===== config.mk =====
export PLATFORM = sky130hd
export DESIGN_NAME = qc_source_voltage_current_manager_unit
export DESIGN_NICKNAME = d
export VERILOG_FILES = /design/src/qcsv_pkg.sv /design/src/qc_source_voltage_current_manager_unit.sv /design/src/qcsv_cfg.sv /design/src/qcsv_div.sv
export SDC_FILE = /design/constraint.sdc
export NUM_CORES = 1
export LEC_CHECK = 0
export BUFFER_PORTS_ARGS = -buffer_cell sky130_fd_sc_hd__buf_4
export CAP_MARGIN = 25
export CORE_ASPECT_RATIO = 0.8
export CORE_MARGIN = 1
export CORE_UTILIZATION = 33
export DETAILED_ROUTE_END_ITERATION = 6
export PLACE_DENSITY = 0.52
export SLEW_MARGIN = 20
export SYNTH_ARGS = -nofsm -noshare
export SYNTH_HDL_FRONTEND = slang
export SYNTH_SLANG_ARGS = --single-unit

===== constraint.sdc =====
create_clock -name clk -period 6.9 [get_ports clk]
set_input_delay 0.345 -clock clk [delete_from_list [all_inputs] [get_ports clk]]
set_output_delay 0.345 -clock clk [all_outputs]
set_load 0.01 [all_outputs]

===== src/qcsv_pkg.sv =====
package qcsv_pkg;

  localparam int unsigned VOLT_W     = 15;
  localparam int unsigned FIELD_W    = 16;
  localparam int unsigned MARGIN_W   = 12;
  localparam int unsigned STEP_W     = 12;
  localparam int unsigned AUX_W      = 4;
  localparam int unsigned CFG_IDX_W  = 3;
  localparam int unsigned SCALE_W    = 10;
  localparam int unsigned PROD_W     = 26;
  localparam int unsigned DIV_STEPS  = PROD_W;
  localparam int unsigned DIV_CNT_W  = $clog2(DIV_STEPS);
  localparam int unsigned IN_DATA_W  = 56;
  localparam int unsigned OUT_DATA_W = 40;

  localparam logic [SCALE_W-1:0] BUDGET_SCALE = SCALE_W'(1000);
  localparam logic [FIELD_W-1:0] BASE_MV      = FIELD_W'(5000);
  localparam logic [VOLT_W-1:0]  FIX_5V_MV    = VOLT_W'(5000);
  localparam logic [VOLT_W-1:0]  FIX_9V_MV    = VOLT_W'(9000);
  localparam logic [VOLT_W-1:0]  FIX_12V_MV   = VOLT_W'(12000);
  localparam logic [VOLT_W-1:0]  FIX_20V_MV   = VOLT_W'(20000);
  localparam logic [AUX_W-1:0]   AUX_FALLBACK = AUX_W'(0);
  localparam logic [AUX_W-1:0]   AUX_NORMAL   = AUX_W'(10);
  localparam logic [FIELD_W-1:0] CUR_SAT      = '1;

  typedef enum logic [2:0] {
    ACT_ATTACH    = 3'd0,
    ACT_DETACH    = 3'd1,
    ACT_DCP       = 3'd2,
    ACT_HVDCP     = 3'd3,
    ACT_FIXED     = 3'd4,
    ACT_PULSE_UP  = 3'd5,
    ACT_PULSE_DN  = 3'd6,
    ACT_SCP_OUT   = 3'd7
  } action_t;

  typedef enum logic [2:0] {
    MODE_NONE  = 3'd0,
    MODE_5V    = 3'd1,
    MODE_9V    = 3'd2,
    MODE_12V   = 3'd3,
    MODE_20V   = 3'd4,
    MODE_CONT  = 3'd5,
    MODE_RSV6  = 3'd6,
    MODE_RSV7  = 3'd7
  } qc_mode_t;

  typedef enum logic [CFG_IDX_W-1:0] {
    REG_BUDGET   = 3'd0,
    REG_CAP      = 3'd1,
    REG_MARGIN   = 3'd2,
    REG_STEP     = 3'd3,
    REG_CEILING  = 3'd4,
    REG_FLOOR    = 3'd5,
    REG_FALLBACK = 3'd6,
    REG_UNUSED   = 3'd7
  } reg_idx_t;

  typedef enum logic [2:0] {
    ST_IDLE,
    ST_MUL,
    ST_DIV,
    ST_FIN,
    ST_DONE
  } state_t;

  typedef struct packed {
    logic [FIELD_W-1:0]  power_budget_mw;
    logic [FIELD_W-1:0]  current_cap_ma;
    logic [MARGIN_W-1:0] current_margin_ma;
    logic [STEP_W-1:0]   step_mv;
    logic [VOLT_W-1:0]   ceiling_mv;
    logic [VOLT_W-1:0]   floor_mv;
    logic [FIELD_W-1:0]  fallback_current_ma;
  } cfg_t;

  typedef struct packed {
    logic start;
    logic busy;
    logic done;
  } div_ctl_t;

endpackage


===== src/qc_source_voltage_current_manager_unit.sv =====
// Quick Charge source-side voltage/current manager.
//
// Input channel (in_*): one negotiation event per transfer; the action code
// rides on in_tuser, the remaining event fields on in_tdata. Output channel
// (out_*): exactly one result transfer per event, carrying the issue flag,
// bus voltage, current limit, aux code and the PD-blocked flag.
// Configuration: write cfg_wdata into register cfg_index when cfg_wr_en is
// high; index 7 is ignored. Write only while no event is in flight.
//
// Sequencing: events that need no current limit go from accept straight to
// ST_DONE for result loading. Events that issue a computed limit pass ST_MUL,
// which starts the restoring divider on budget times 1000 (registered while
// idle), ST_DIV (one quotient bit per cycle), ST_FIN for clamp and margin add
// and ST_DONE for result loading. A zero voltage skips the divider.
// Throughput: one event at a time; in_tready is high only while idle, but
// a new event is accepted while the previous result still waits at out_*.
// Reset: requested voltage returns to 5000 mV, the protocol flag clears,
// registers return to their defaults and the output register empties.
// Stall: a result holds in the output register until out_tready; a finished
// event waits in ST_DONE before loading, and no further event is accepted.
module qc_source_voltage_current_manager_unit (
  input  logic                              clk,
  input  logic                              rst_n,
  // in_tdata, low bit up: qc_mode[2:0], pd_connected, pd_supply_mv[15:0],
  // scp_vout_mv[15:0], scp_iout_ma[15:0], zero pad[3:0]
  input  logic [qcsv_pkg::IN_DATA_W-1:0]    in_tdata,
  // in_tuser: action[2:0]
  input  logic [2:0]                        in_tuser,
  input  logic                              in_tvalid,
  output logic                              in_tready,
  // out_tdata, low bit up: issue, bus_volt_mv[15:0], bus_current_ma[15:0],
  // aux_code[3:0], pd_blocked, zero pad[1:0]
  output logic [qcsv_pkg::OUT_DATA_W-1:0]   out_tdata,
  output logic                              out_tvalid,
  input  logic                              out_tready,
  input  logic                              cfg_wr_en,
  input  logic [qcsv_pkg::CFG_IDX_W-1:0]    cfg_index,
  input  logic [qcsv_pkg::FIELD_W-1:0]      cfg_wdata
);
  import qcsv_pkg::*;

  cfg_t     cfg;
  logic     div_start, div_busy, div_done;
  logic [PROD_W-1:0] div_q;

  state_t state_r, state_nxt;

  // architectural state
  logic [VOLT_W-1:0] req_volt_r, req_volt_nxt;
  logic              entered_r, entered_nxt;

  // pending result
  logic              res_issue_r, res_issue_nxt;
  logic [FIELD_W-1:0] res_volt_r, res_volt_nxt;
  logic [FIELD_W-1:0] res_cur_r, res_cur_nxt;
  logic [AUX_W-1:0]  res_aux_r, res_aux_nxt;
  logic              res_blk_r, res_blk_nxt;
  logic              need_cur, zero_volt_r;

  logic [PROD_W-1:0] prod_r;

  logic [OUT_DATA_W-1:0] out_data_r;
  logic                  out_valid_r;

  logic in_fire, load_out;

  // event fields
  action_t           act;
  qc_mode_t          mode;
  logic              pd_conn;
  logic [FIELD_W-1:0] pd_mv, scp_v, scp_i;
  logic              pd_owns;

  // pulse arithmetic
  logic [FIELD_W-1:0] up_sum, dn_thr;
  logic [VOLT_W-1:0]  pulse_volt;

  // clamp and margin
  logic [FIELD_W-1:0] cur_clamped;
  logic [FIELD_W:0]   cur_sum;
  logic [FIELD_W-1:0] cur_final;

  qcsv_cfg u_cfg (
    .clk       (clk),
    .rst_n     (rst_n),
    .cfg_wr_en (cfg_wr_en),
    .cfg_index (cfg_index),
    .cfg_wdata (cfg_wdata),
    .cfg_o     (cfg)
  );

  qcsv_div u_div (
    .clk      (clk),
    .rst_n    (rst_n),
    .start    (div_start),
    .dividend (prod_r),
    .divisor  (res_volt_r[VOLT_W-1:0]),
    .busy     (div_busy),
    .done     (div_done),
    .quotient (div_q)
  );

  assign act     = action_t'(in_tuser);
  assign mode    = qc_mode_t'(in_tdata[2:0]);
  assign pd_conn = in_tdata[3];
  assign pd_mv   = in_tdata[19:4];
  assign scp_v   = in_tdata[35:20];
  assign scp_i   = in_tdata[51:36];
  assign pd_owns = pd_conn && (pd_mv != BASE_MV);

  assign in_fire = in_tvalid && in_tready;

  // pulse up saturates at the ceiling; pulse down snaps to the floor
  always_comb begin
    up_sum = FIELD_W'(req_volt_r) + FIELD_W'(cfg.step_mv);
    dn_thr = FIELD_W'(cfg.floor_mv) + FIELD_W'(cfg.step_mv);
    if (act == ACT_PULSE_UP) begin
      pulse_volt = (up_sum >= FIELD_W'(cfg.ceiling_mv)) ? cfg.ceiling_mv
                                                       : up_sum[VOLT_W-1:0];
    end else begin
      pulse_volt = (FIELD_W'(req_volt_r) <= dn_thr) ? cfg.floor_mv
                 : VOLT_W'(req_volt_r - VOLT_W'(cfg.step_mv));
    end
  end

  // decode an accepted event into new state and a pending result
  always_comb begin
    req_volt_nxt  = req_volt_r;
    entered_nxt   = entered_r;
    res_issue_nxt = 1'b0;
    res_volt_nxt  = '0;
    res_cur_nxt   = '0;
    res_aux_nxt   = '0;
    res_blk_nxt   = 1'b0;
    need_cur      = 1'b0;
    unique case (act)
      ACT_ATTACH, ACT_DETACH: begin
        entered_nxt = 1'b0;
      end
      ACT_DCP, ACT_HVDCP: begin
        if (entered_r) begin
          res_issue_nxt = 1'b1;
          res_volt_nxt  = BASE_MV;
          res_cur_nxt   = cfg.fallback_current_ma;
          res_aux_nxt   = AUX_FALLBACK;
        end
      end
      ACT_FIXED: begin
        entered_nxt = 1'b1;
        if (pd_owns) begin
          res_blk_nxt = 1'b1;
        end else begin
          unique case (mode)
            MODE_5V:  req_volt_nxt = FIX_5V_MV;
            MODE_9V:  req_volt_nxt = FIX_9V_MV;
            MODE_12V: req_volt_nxt = FIX_12V_MV;
            MODE_20V: req_volt_nxt = FIX_20V_MV;
            default:  req_volt_nxt = req_volt_r;
          endcase
          res_issue_nxt = 1'b1;
          res_volt_nxt  = FIELD_W'(req_volt_nxt);
          res_aux_nxt   = AUX_NORMAL;
          need_cur      = 1'b1;
        end
      end
      ACT_PULSE_UP, ACT_PULSE_DN: begin
        // the pulse counts on arrival, even when PD refuses it
        req_volt_nxt = pulse_volt;
        entered_nxt  = 1'b1;
        if (pd_owns) begin
          res_blk_nxt = 1'b1;
        end else if (mode == MODE_CONT) begin
          res_issue_nxt = 1'b1;
          res_volt_nxt  = FIELD_W'(pulse_volt);
          res_aux_nxt   = AUX_NORMAL;
          need_cur      = 1'b1;
        end
      end
      ACT_SCP_OUT: begin
        entered_nxt   = 1'b1;
        res_issue_nxt = 1'b1;
        res_volt_nxt  = scp_v;
        res_cur_nxt   = scp_i;
        res_aux_nxt   = AUX_NORMAL;
      end
      default: ;
    endcase
  end

  // clamp the quotient to the cap (the cap alone for a zero voltage), add the margin, saturate at full scale
  always_comb begin
    if (zero_volt_r || (div_q > PROD_W'(cfg.current_cap_ma))) begin
      cur_clamped = cfg.current_cap_ma;
    end else begin
      cur_clamped = div_q[FIELD_W-1:0];
    end
    cur_sum   = {1'b0, cur_clamped} + (FIELD_W+1)'(cfg.current_margin_ma);
    cur_final = cur_sum[FIELD_W] ? CUR_SAT : cur_sum[FIELD_W-1:0];
  end

  // next state
  always_comb begin
    state_nxt = state_r;
    unique case (state_r)
      ST_IDLE: begin
        if (in_fire) begin
          if (!need_cur)                state_nxt = ST_DONE;
          else if (res_volt_nxt == '0)  state_nxt = ST_FIN;
          else                          state_nxt = ST_MUL;
        end
      end
      ST_MUL:  state_nxt = ST_DIV;
      ST_DIV:  if (div_done) state_nxt = ST_FIN;
      ST_FIN:  state_nxt = ST_DONE;
      ST_DONE: if (!out_valid_r || out_tready) state_nxt = ST_IDLE;
      default: state_nxt = ST_IDLE;
    endcase
  end

  // control outputs
  always_comb begin
    in_tready = 1'b0;
    div_start = 1'b0;
    load_out  = 1'b0;
    unique case (state_r)
      ST_IDLE: in_tready = 1'b1;
      ST_MUL:  div_start = 1'b1;
      ST_DONE: load_out = !out_valid_r || out_tready;
      default: ;
    endcase
  end

  always_ff @(posedge clk) begin
    if (!rst_n) begin
      state_r     <= ST_IDLE;
      req_volt_r  <= FIX_5V_MV;
      entered_r   <= 1'b0;
      out_valid_r <= 1'b0;
    end else begin
      state_r <= state_nxt;
      if (in_fire) begin
        req_volt_r <= req_volt_nxt;
        entered_r  <= entered_nxt;
      end
      if (load_out) begin
        out_valid_r <= 1'b1;
      end else if (out_tready) begin
        out_valid_r <= 1'b0;
      end
    end
  end

  // payload registers
  always_ff @(posedge clk) begin
    if (in_fire) begin
      res_issue_r <= res_issue_nxt;
      res_volt_r  <= res_volt_nxt;
      res_cur_r   <= res_cur_nxt;
      res_aux_r   <= res_aux_nxt;
      res_blk_r   <= res_blk_nxt;
      zero_volt_r <= (res_volt_nxt == '0);
    end else if (state_r == ST_FIN) begin
      res_cur_r <= cur_final;
    end
    if (state_r == ST_IDLE) begin
      prod_r <= PROD_W'(cfg.power_budget_mw) * PROD_W'(BUDGET_SCALE);
    end
    if (load_out) begin
      out_data_r <= {2'b00, res_blk_r, res_aux_r, res_cur_r, res_volt_r, res_issue_r};
    end
  end

  assign out_tdata  = out_data_r;
  assign out_tvalid = out_valid_r;

`ifndef SYNTH
  a_div_only_in_div: assert property (@(posedge clk) disable iff (!rst_n)
    div_busy |-> (state_r == ST_DIV))
    else $error("divider busy outside the divide phase");

  a_div_done_to_fin: assert property (@(posedge clk) disable iff (!rst_n)
    (div_done && state_r == ST_DIV) |=> (state_r == ST_FIN))
    else $error("divider result not taken");

  a_out_from_done: assert property (@(posedge clk) disable iff (!rst_n)
    (!out_valid_r ##1 out_valid_r) |-> $past(state_r == ST_DONE))
    else $error("result appeared without a finished event");

  a_issue_xor_block: assert property (@(posedge clk) disable iff (!rst_n)
    out_valid_r |-> !(out_data_r[0] && out_data_r[37]))
    else $error("result both issued and refused");
`endif

endmodule


===== src/qcsv_cfg.sv =====
module qcsv_cfg (
  input  logic                          clk,
  input  logic                          rst_n,
  input  logic                          cfg_wr_en,
  input  logic [qcsv_pkg::CFG_IDX_W-1:0] cfg_index,
  input  logic [qcsv_pkg::FIELD_W-1:0]  cfg_wdata,
  output qcsv_pkg::cfg_t                cfg_o
);
  import qcsv_pkg::*;

  cfg_t cfg_r;

  assign cfg_o = cfg_r;

  always_ff @(posedge clk) begin
    if (!rst_n) begin
      cfg_r.power_budget_mw     <= FIELD_W'(18000);
      cfg_r.current_cap_ma      <= FIELD_W'(3000);
      cfg_r.current_margin_ma   <= MARGIN_W'(300);
      cfg_r.step_mv             <= STEP_W'(200);
      cfg_r.ceiling_mv          <= VOLT_W'(12000);
      cfg_r.floor_mv            <= VOLT_W'(5000);
      cfg_r.fallback_current_ma <= FIELD_W'(3500);
    end else if (cfg_wr_en) begin
      unique case (reg_idx_t'(cfg_index))
        REG_BUDGET:   cfg_r.power_budget_mw     <= cfg_wdata;
        REG_CAP:      cfg_r.current_cap_ma      <= cfg_wdata;
        REG_MARGIN:   cfg_r.current_margin_ma   <= cfg_wdata[MARGIN_W-1:0];
        REG_STEP:     cfg_r.step_mv             <= cfg_wdata[STEP_W-1:0];
        REG_CEILING:  cfg_r.ceiling_mv          <= cfg_wdata[VOLT_W-1:0];
        REG_FLOOR:    cfg_r.floor_mv            <= cfg_wdata[VOLT_W-1:0];
        REG_FALLBACK: cfg_r.fallback_current_ma <= cfg_wdata;
        default: ;
      endcase
    end
  end

endmodule


===== src/qcsv_div.sv =====
module qcsv_div (
  input  logic                        clk,
  input  logic                        rst_n,
  input  logic                        start,
  input  logic [qcsv_pkg::PROD_W-1:0] dividend,
  input  logic [qcsv_pkg::VOLT_W-1:0] divisor,
  output logic                        busy,
  output logic                        done,
  output logic [qcsv_pkg::PROD_W-1:0] quotient
);
  import qcsv_pkg::*;

  logic [VOLT_W-1:0]    rem_r, rem_nxt;
  logic [VOLT_W-1:0]    dvs_r;
  logic [PROD_W-1:0]    quo_r, quo_nxt;
  logic [DIV_CNT_W-1:0] cnt_r;
  logic                 busy_r, done_r;
  logic [VOLT_W:0]      trial;
  logic                 ge;

  // one restoring step: shift in the next dividend bit, subtract if it fits
  always_comb begin
    trial   = {rem_r, quo_r[PROD_W-1]};
    ge      = trial >= {1'b0, dvs_r};
    rem_nxt = ge ? VOLT_W'(trial - {1'b0, dvs_r}) : trial[VOLT_W-1:0];
    quo_nxt = {quo_r[PROD_W-2:0], ge};
  end

  always_ff @(posedge clk) begin
    if (!rst_n) begin
      busy_r <= 1'b0;
      done_r <= 1'b0;
      cnt_r  <= '0;
    end else begin
      done_r <= 1'b0;
      if (start) begin
        busy_r <= 1'b1;
        cnt_r  <= '0;
      end else if (busy_r) begin
        cnt_r <= cnt_r + 1'b1;
        if (cnt_r == DIV_CNT_W'(DIV_STEPS - 1)) begin
          busy_r <= 1'b0;
          done_r <= 1'b1;
        end
      end
    end
  end

  always_ff @(posedge clk) begin
    if (start) begin
      rem_r <= '0;
      quo_r <= dividend;
      dvs_r <= divisor;
    end else if (busy_r) begin
      rem_r <= rem_nxt;
      quo_r <= quo_nxt;
    end
  end

  assign busy     = busy_r;
  assign done     = done_r;
  assign quotient = quo_r;

endmodule

==> flow_summary.ini, run 1 <==
[detailed_routing]
wire_per_inst_um = 19.4
vias_per_cell = 5.22
routed_wl_um = 52800
route.vias.total = 14200
initialDrtViolationCount = 1189
drt_antenna_net_count = 0
post-route-drc-count = 0
drt_pre_antenna_iters = 5

[finish]
final_util_pct = 38.3
area_growth_syn_to_layout_pct = 14.2
finalInstanceArea_um2 = 20700
multi_input_area_um2 = 10400
seq_area_um2 = 6940
final_layout_size_suffix_gt1_share_pct = 12.5
filler_cell_count = 5340
finalNetCount = 2306
final_cell_count_no_fill = 2727
n_antenna_cell = 0

[global_routing]
first_global_vias = 13800
antenna_violations_before_repair = 3
maximum_number_of_pins_on_one_net_before_global_route_repair = 80
grt_first_pass_wirelength_um = 81600
overflow = 0
gr-usage-all-layers_pct = 18.8

[floorplan]
boundaryPins = 125
floorplan.rows = 76
die_boundary_width_um = 264
total_die_area_um2 = 55900
start_util_pct = 33.6
dieHeight_um = 212
fp.coreArea_um2 = 54000

[worst_setup_path]
worst_ep_arrival_time_ps = 6250
worstPathRequired_ps = 7350
worstSetupStartpointType = flip-flop
worst-setup-path-type = reg2reg
critPathMaxFanout = 11
timing.critical_path.to_type = flip-flop

[clock_network]
cts_hold_buf = 0
cts-buffers-inserted = 31
cts_repair_resize_count = 0
insertion_delay_ps = 590
clkTransAtPathRegs_ps = 60
cts_setup_buffers = 0
cts_tree = built
clock_sinks = 279
clock_path_buffers = 3
cts_htree_levels = 1
clock_tree_root = sky130_fd_sc_hd__clkbuf_16

[worst_hold_path]
hold_path.class = in2reg

[synth]
synth-warning-count = 0
async_flop_share_pct = 0
syn-instance-count = 1911
synth_seq_area_share_pct = 38.3
synth.top_cells.by_count = 293 x sky130_fd_sc_hd__nand2_1, 164 x sky130_fd_sc_hd__ha_1, 144 x sky130_fd_sc_hd__dfxtp_1, 141 x sky130_fd_sc_hd__a21oi_1, 135 x sky130_fd_sc_hd__edfxtp_1
flop_and_latch_count_out_of_synthesis = 279
synth_cell_types = 84
synth_top_area_share_pct = 22.4
number_of_synthesized_flops_with_an_enable_pin = 135
avgSynthCellArea_um2 = 9.48
synthMostInstantiatedCell = sky130_fd_sc_hd__nand2_1
largest_cells_by_area_after_synthesis = sky130_fd_sc_hd__edfxtp_1 22%, sky130_fd_sc_hd__dfxtp_1 16%, sky130_fd_sc_hd__ha_1 11%
syn_area_um2 = 18100
synth_ff_type = sky130_fd_sc_hd__dfxtp_1
yosys.area.top_type = sky130_fd_sc_hd__edfxtp_1

[timing]
hold_ws_ps = 46.6
setup_viol = 0
final-max-slew-violation-count = 0
fin_worst_skew_ps = 11.1
relative_max_transition_margin_pct = 30.1
portion_of_the_clock_cycle_consumed_by_the_worst_path_in_the_final_layout_pct = 84.1
rsz0062_at_grt = no
final_period_minus_worst_setup_slack_ps = 5800
setup_tns_ps = 0
fmax_mhz = 172
hold_viol = 0
timing_worst_slew_pin_value_ps = 1050

[power_and_ir_drop]
power.density_cell_area_nw_per_um2 = 242
vdd_ir_drop_max_mv = 0.180
p_leak_nw = 8.38

[place]
placedInstanceArea_um2 = 19700
detailed_place_hpwl_um = 40300
port_buffers = 116
place_inst = 2667
gp_routability_congestion = 0.872

[status]
outcome = finished, final reports clean

[job]
maxCapViolCount = 0
[power breakdown]
group	leakage, nW	switching [W]	internal, W	total [W]
registers	2.47	0.0000974	0.00194	0.00204
clock network	0.491	0.000706	0.000922	0.00163
logic	5.43	0.000762	0.000576	0.00134
total	8.38	0.00157	0.00344	0.00501
[path summary, 6_finish.rpt]
path                                       from        endpoint  slack (ps)  depth (start not counted)
worst max-delay path            u_cfg.cfg_o[18]     zero_volt_r        1100                         22
worst min-delay path               in_tdata[35]  res_volt_r[15]          50                          2
worst max register to register  u_cfg.cfg_o[18]     zero_volt_r        1100                         22
worst min register to register     res_cur_r[1]   out_tdata[18]         420                          0
[metal layers]
layer	track usage [%]	share of wire, %	vias to the layer above
li1	-	-	6985
met4	5.45	2.9	6
met3	3.23	6.3	72
met5	0	0.049	-
met1	28.7	51	6770
met2	26.7	39	400
[cell usage in the layout, fill, tap and decap left out, types with 28 or more instances in the layout]
master,synthesis,routed
sky130_fd_sc_hd__xnor2_1,56,56
sky130_fd_sc_hd__inv_1,122,122
sky130_fd_sc_hd__ha_1,164,164
sky130_fd_sc_hd__buf_4,6,131
sky130_fd_sc_hd__a21oi_1,141,141
sky130_fd_sc_hd__mux2_2,30,30
sky130_fd_sc_hd__edfxtp_1,135,135
sky130_fd_sc_hd__nand3_1,52,52
sky130_fd_sc_hd__nor2_1,101,100
sky130_fd_sc_hd__nand2_1,293,293
sky130_fd_sc_hd__clkbuf_16,0,32
sky130_fd_sc_hd__o211ai_1,28,28
sky130_fd_sc_hd__mux2i_1,44,44
sky130_fd_sc_hd__fa_1,59,59
sky130_fd_sc_hd__o21ai_0,95,95
sky130_fd_sc_hd__dfxtp_1,144,144
sky130_fd_sc_hd__nor3_1,32,29
[cells by family (layout without fill, tap and decap cells)]
family	Yosys count	in the layout	share of synthesized area, %
simple gates	605	605	15.2
compound gates	449	449	16.1
flops	279	279	38.3
fa+ha+maj	223	223	17.8
buf+inv	203	314	4.51
xor+xnor	77	77	3.72
mux	74	74	4.29
other cells	1	4	0.0207
[worst max-delay path, stage by stage (launching register included)]
cell and delay, ps:
sky130_fd_sc_hd__dfxtp_1 350, sky130_fd_sc_hd__ha_1 350, sky130_fd_sc_hd__o21ai_0 110, sky130_fd_sc_hd__o21a_1 180
sky130_fd_sc_hd__nor3_1 320, sky130_fd_sc_hd__nand2_1 200, sky130_fd_sc_hd__a21boi_0 270, sky130_fd_sc_hd__o21ai_0 160
sky130_fd_sc_hd__a21boi_0 260, sky130_fd_sc_hd__o21a_1 150, sky130_fd_sc_hd__o21ai_0 90, sky130_fd_sc_hd__xor2_1 170
sky130_fd_sc_hd__ha_1 320, sky130_fd_sc_hd__a2111oi_0 400, sky130_fd_sc_hd__o21ai_0 150, sky130_fd_sc_hd__o31a_2 400
sky130_fd_sc_hd__o21ai_2 230, sky130_fd_sc_hd__buf_4 310, sky130_fd_sc_hd__mux2i_1 380, sky130_fd_sc_hd__o221ai_1 280
sky130_fd_sc_hd__nor4_1 220, sky130_fd_sc_hd__nand4b_1 200, sky130_fd_sc_hd__nor2_1 150
[registers in the layout, summed over array words and instances, names as in the netlist]
signal,cells
u_cfg.cfg_o,102
out_tdata,35
u_div.quotient,26
prod_r,23
res_cur_r,16
res_volt_r,16
req_volt_r,15
u_div.dvs_r,15
u_div.rem_r,15
u_div.cnt_r,5
state_r,3
entered_r,1
out_tvalid,1
res_aux_r,1
res_blk_r,1
res_issue_r,1
u_div.busy,1
u_div.done,1
zero_volt_r,1
[stage by stage]
step	total power, W	worst slack [ps]
detailed placement	0.00341	1160
global placement	0.00339	1150
CTS	0.00506	1100
finish	0.00501	1100
floorplan	0.00303	2030
global route	0.00531	628
[final cells by class]
class	instances	area share, %
Timing Repair Buffer	133	4.85
Sequential cell	279	33.5
Clock buffer	42	4.19
Clock inverter	16	0.629
Multi-Input combinational cell	1432	50.4
Inverter	123	2.23
Tap cell	702	4.24
Power figures use the tool's default switching activity.
==> inputs of run 2 (changes only) <==
--- a/config.mk
+++ b/config.mk
@@ -5,6 +5,7 @@
 export SDC_FILE = /design/constraint.sdc
 export NUM_CORES = 1
 export LEC_CHECK = 0
+export ABC_AREA = 1
 export BUFFER_PORTS_ARGS = -buffer_cell sky130_fd_sc_hd__buf_4
 export CAP_MARGIN = 25
 export CORE_ASPECT_RATIO = 0.8
==> constraint.sdc (replaced) <==
create_clock -name clk -period 5.9 [get_ports clk]
set_input_delay 0.295 -clock clk [delete_from_list [all_inputs] [get_ports clk]]
set_output_delay 0.295 -clock clk [all_outputs]
set_load 0.01 [all_outputs]
==> run 2 against run 1 <==
Net effect:
- combinational power grew 36%
- clock power grew 21%
- sequential share of layout area shrank 0.48 points
- largest cell class unchanged
- synthesized cell count grew 17%
- highest routed layer is now met4
- global-route usage grew 0.69 points
- clock-buffer cell count shrank 7
- setup slack lost 75 ps
- maximum frequency grew 19%
- hold slack lost 11 ps
==> flow_summary.ini, run 2 <==
[status]
outcome = finished, final reports clean

[synth]
synthMostInstantiatedCell = sky130_fd_sc_hd__nand2_1
post_synth_xor_area_fraction_pct = 3.25
number_of_synthesized_flops_with_an_enable_pin = 135
synth_ff_type = sky130_fd_sc_hd__dfxtp_1
largest_cells_by_area_after_synthesis = sky130_fd_sc_hd__edfxtp_1 22%, sky130_fd_sc_hd__dfxtp_1 16%, sky130_fd_sc_hd__ha_1 11%
synth.top_cells.by_count = 478 x sky130_fd_sc_hd__nand2_1, 228 x sky130_fd_sc_hd__inv_1, 187 x sky130_fd_sc_hd__nor2_1, 173 x sky130_fd_sc_hd__a21oi_1, 164 x sky130_fd_sc_hd__ha_1
synth_simple_gate_area_share_pct = 20.8
synth-warning-count = 0
syn-instance-count = 2231
main_combinational_cell_family_by_area_after_synthesis = simple AND/OR/NAND/NOR gates
avgSynthCellArea_um2 = 8.20
synth.area.mux_share_pct = 0.109
synth_adder_area_share_pct = 17.7
syn_area_um2 = 18300
yosys.area.top_type = sky130_fd_sc_hd__edfxtp_1
flop_and_latch_count_out_of_synthesis = 279
synth_seq_area_share_pct = 37.9
async_flop_share_pct = 0
synth_cell_types = 57
synth_top_area_share_pct = 22.1
post_synthesis_compound_gate_area_fraction_pct = 13.1

[place]
gp_routability_congestion = 0.928
port_buffers = 116
detailed_place_hpwl_um = 42500
placedInstanceArea_um2 = 19900

[clock_network]
cts-buffers-inserted = 31
cts_tree = built
cts_htree_levels = 1
clock_path_buffers = 3
clock_sinks = 279
clock_tree_root = sky130_fd_sc_hd__clkbuf_16
insertion_delay_ps = 600
cts_repair_resize_count = 0
clkTransAtPathRegs_ps = 70

[worst_setup_path]
cpMostUsedCell = sky130_fd_sc_hd__nand2_1
worstPathRequired_ps = 6200
worst_ep_arrival_time_ps = 5180
timing.reg2reg.worst_path_depth = 27
critical_path_cell_count = 27
worst-r2r-setup-slack_ps = 1030
regToRegEndpoint = res_cur_r[9]
critPathMaxFanout = 13
worstSetupStartpointType = flip-flop
timing.critical_path.to = res_cur_r[9]
crit_start = u_div.quotient[11]
critPathMaxStageDelay_ps = 430
cp_top_family = simple AND/OR/NAND/NOR gates
worst-setup-path-type = reg2reg
crit_reg_reg_startpoint = u_div.quotient[11]
crit_buf_inv = 1
cell_with_the_largest_stage_delay_on_the_worst_path = sky130_fd_sc_hd__edfxtp_1
timing.critical_path.to_type = flip-flop

[detailed_routing]
route.vias.total = 15200
routed_wl_um = 54500
drt_pre_antenna_iters = 6
wire_per_inst_um = 17.6
post-route-drc-count = 0
vias_per_cell = 4.91
initialDrtViolationCount = 1183
drt_antenna_net_count = 0

[floorplan]
boundaryPins = 125
floorplan.rows = 76
fp.coreArea_um2 = 54300
start_util_pct = 33.7
die_boundary_width_um = 265
total_die_area_um2 = 56400
dieHeight_um = 213

[global_routing]
overflow = 0
antenna_violations_before_repair = 2
maximum_number_of_pins_on_one_net_before_global_route_repair = 97
grt_first_pass_wirelength_um = 84600
gr-usage-all-layers_pct = 19.5
first_global_vias = 14600

[timing]
fin_worst_skew_ps = 13.3
portion_of_the_clock_cycle_consumed_by_the_worst_path_in_the_final_layout_pct = 82.6
relative_max_transition_margin_pct = 31.5
hold_viol = 0
setup_tns_ps = 0
final_period_minus_worst_setup_slack_ps = 4870
setup_viol = 0
fmax_mhz = 205
final-max-slew-violation-count = 0
rsz0062_at_grt = no
timing_worst_slew_pin_value_ps = 1030

[finish]
layout_commonest_cell = sky130_fd_sc_hd__nand2_1
finalNetCount = 2635
layout_common_cells = 478 x sky130_fd_sc_hd__nand2_1, 228 x sky130_fd_sc_hd__inv_1, 183 x sky130_fd_sc_hd__nor2_1
final_util_pct = 38.7
final_layout_size_suffix_gt1_share_pct = 11.0
area_growth_syn_to_layout_pct = 14.8
number_of_flip_flops_under_the_largest_register_name = 102
finalInstanceArea_um2 = 21000

[power_and_ir_drop]
p_leak_nw = 9.49
vdd_ir_drop_max_mv = 0.201
power.density_cell_area_nw_per_um2 = 298

[worst_hold_path]
hold_path.class = in2reg

[job]
maxCapViolCount = 0
-- run 2: cell count changes after synthesis, sizes merged, moves of 15 or more --
cell    before  now
o21a        20    2
nand2b      21    0
a21oi      142  176
nor2       102  190
nand3       52  149
o21ai       98  173
nor2b       24    0
mux2        30    0
nand2      293  493
a21o        19    4
xnor2       56   16
xor2        21   52
inv        123  254
mux2i       44    2
-- run 2: final cells by class --
cell class	instances	area (µm²)
antenna	1	2.50
fill	5558	33300
tap	741	927
inverter	258	968
multi-input combinational	1622	10100
sequential	279	6940
timing repair buffer	137	1060
clock inverter	23	234
clock buffer	35	791
-- run 2: per-layer routing --
metal / track usage [%] / vias to the layer above / part of all wire, % / wire length (µm)
met5: 0 / - / 0 / 0
met4: 4.13 / 0 / 1.9 / 1060
met3: 2.44 / 50 / 6.1 / 3340
met2: 27.4 / 408 / 39 / 21200
met1: 31.2 / 7068 / 53 / 28900
li1: - / 7661 / - / -
-- run 2: how the worst min path moves through the flow --
stage / slack, ps / start / depth (start not counted) / to
6_report: 40 / in_tdata[26] / 3 / res_volt_r[6]
5_1_grt: 10 / in_tdata[26] / 3 / res_volt_r[6]
4_1_cts: 0.4 / in_tdata[26] / 3 / res_volt_r[6]
3_5_place_dp: 410 / res_cur_r[15] / 0 / out_tdata[32]
3_3_place_gp: 410 / res_blk_r / 0 / out_tdata[37]
2_1_floorplan: 400 / res_issue_r / 0 / out_tdata[0]
-- run 2: logic make-up after synthesis --
kind of cell | Yosys count
and+or+nand+nor | 894
DFF | 279
AOI/OAI and AO/OA | 431
muxes | 2
adders and majority gates | 223
xor gates and xnor gates | 68
buffers and inverters | 333
other | 1
-- run 2: report_power, final --
part,internal [W],total (W),switching (W)
clock network,0.00111,0.00198,0.000869
logic,0.000692,0.00182,0.00113
registers,0.00233,0.00246,0.000126
-- run 2: repair_timing --
item / CTS / global route
hold buffers: 3 / 0
setup buffers: 0 / 0
hold endpoints to repair: 8 / 0
-- run 2: worst min-delay path: cells and delay by family --
kind | cells | cell delay (ps)
AOI/OAI and AO/OA | 1 | 70
buffers and inverters | 1 | 100
and+or+nand+nor | 1 | 70
-- run 2: through the flow --
step	instances	hold WS (ps)	worst slack, ps	total power [W]
after global routing	3095	13.5	489	0.00666
final	3096	35.6	1030	0.00626
after CTS	3094	0.396	1050	0.00631
after detailed placement	3033	411	1060	0.00431
after global placement	3033	409	1050	0.00430
after floorplan	2234	400	1450	0.00377
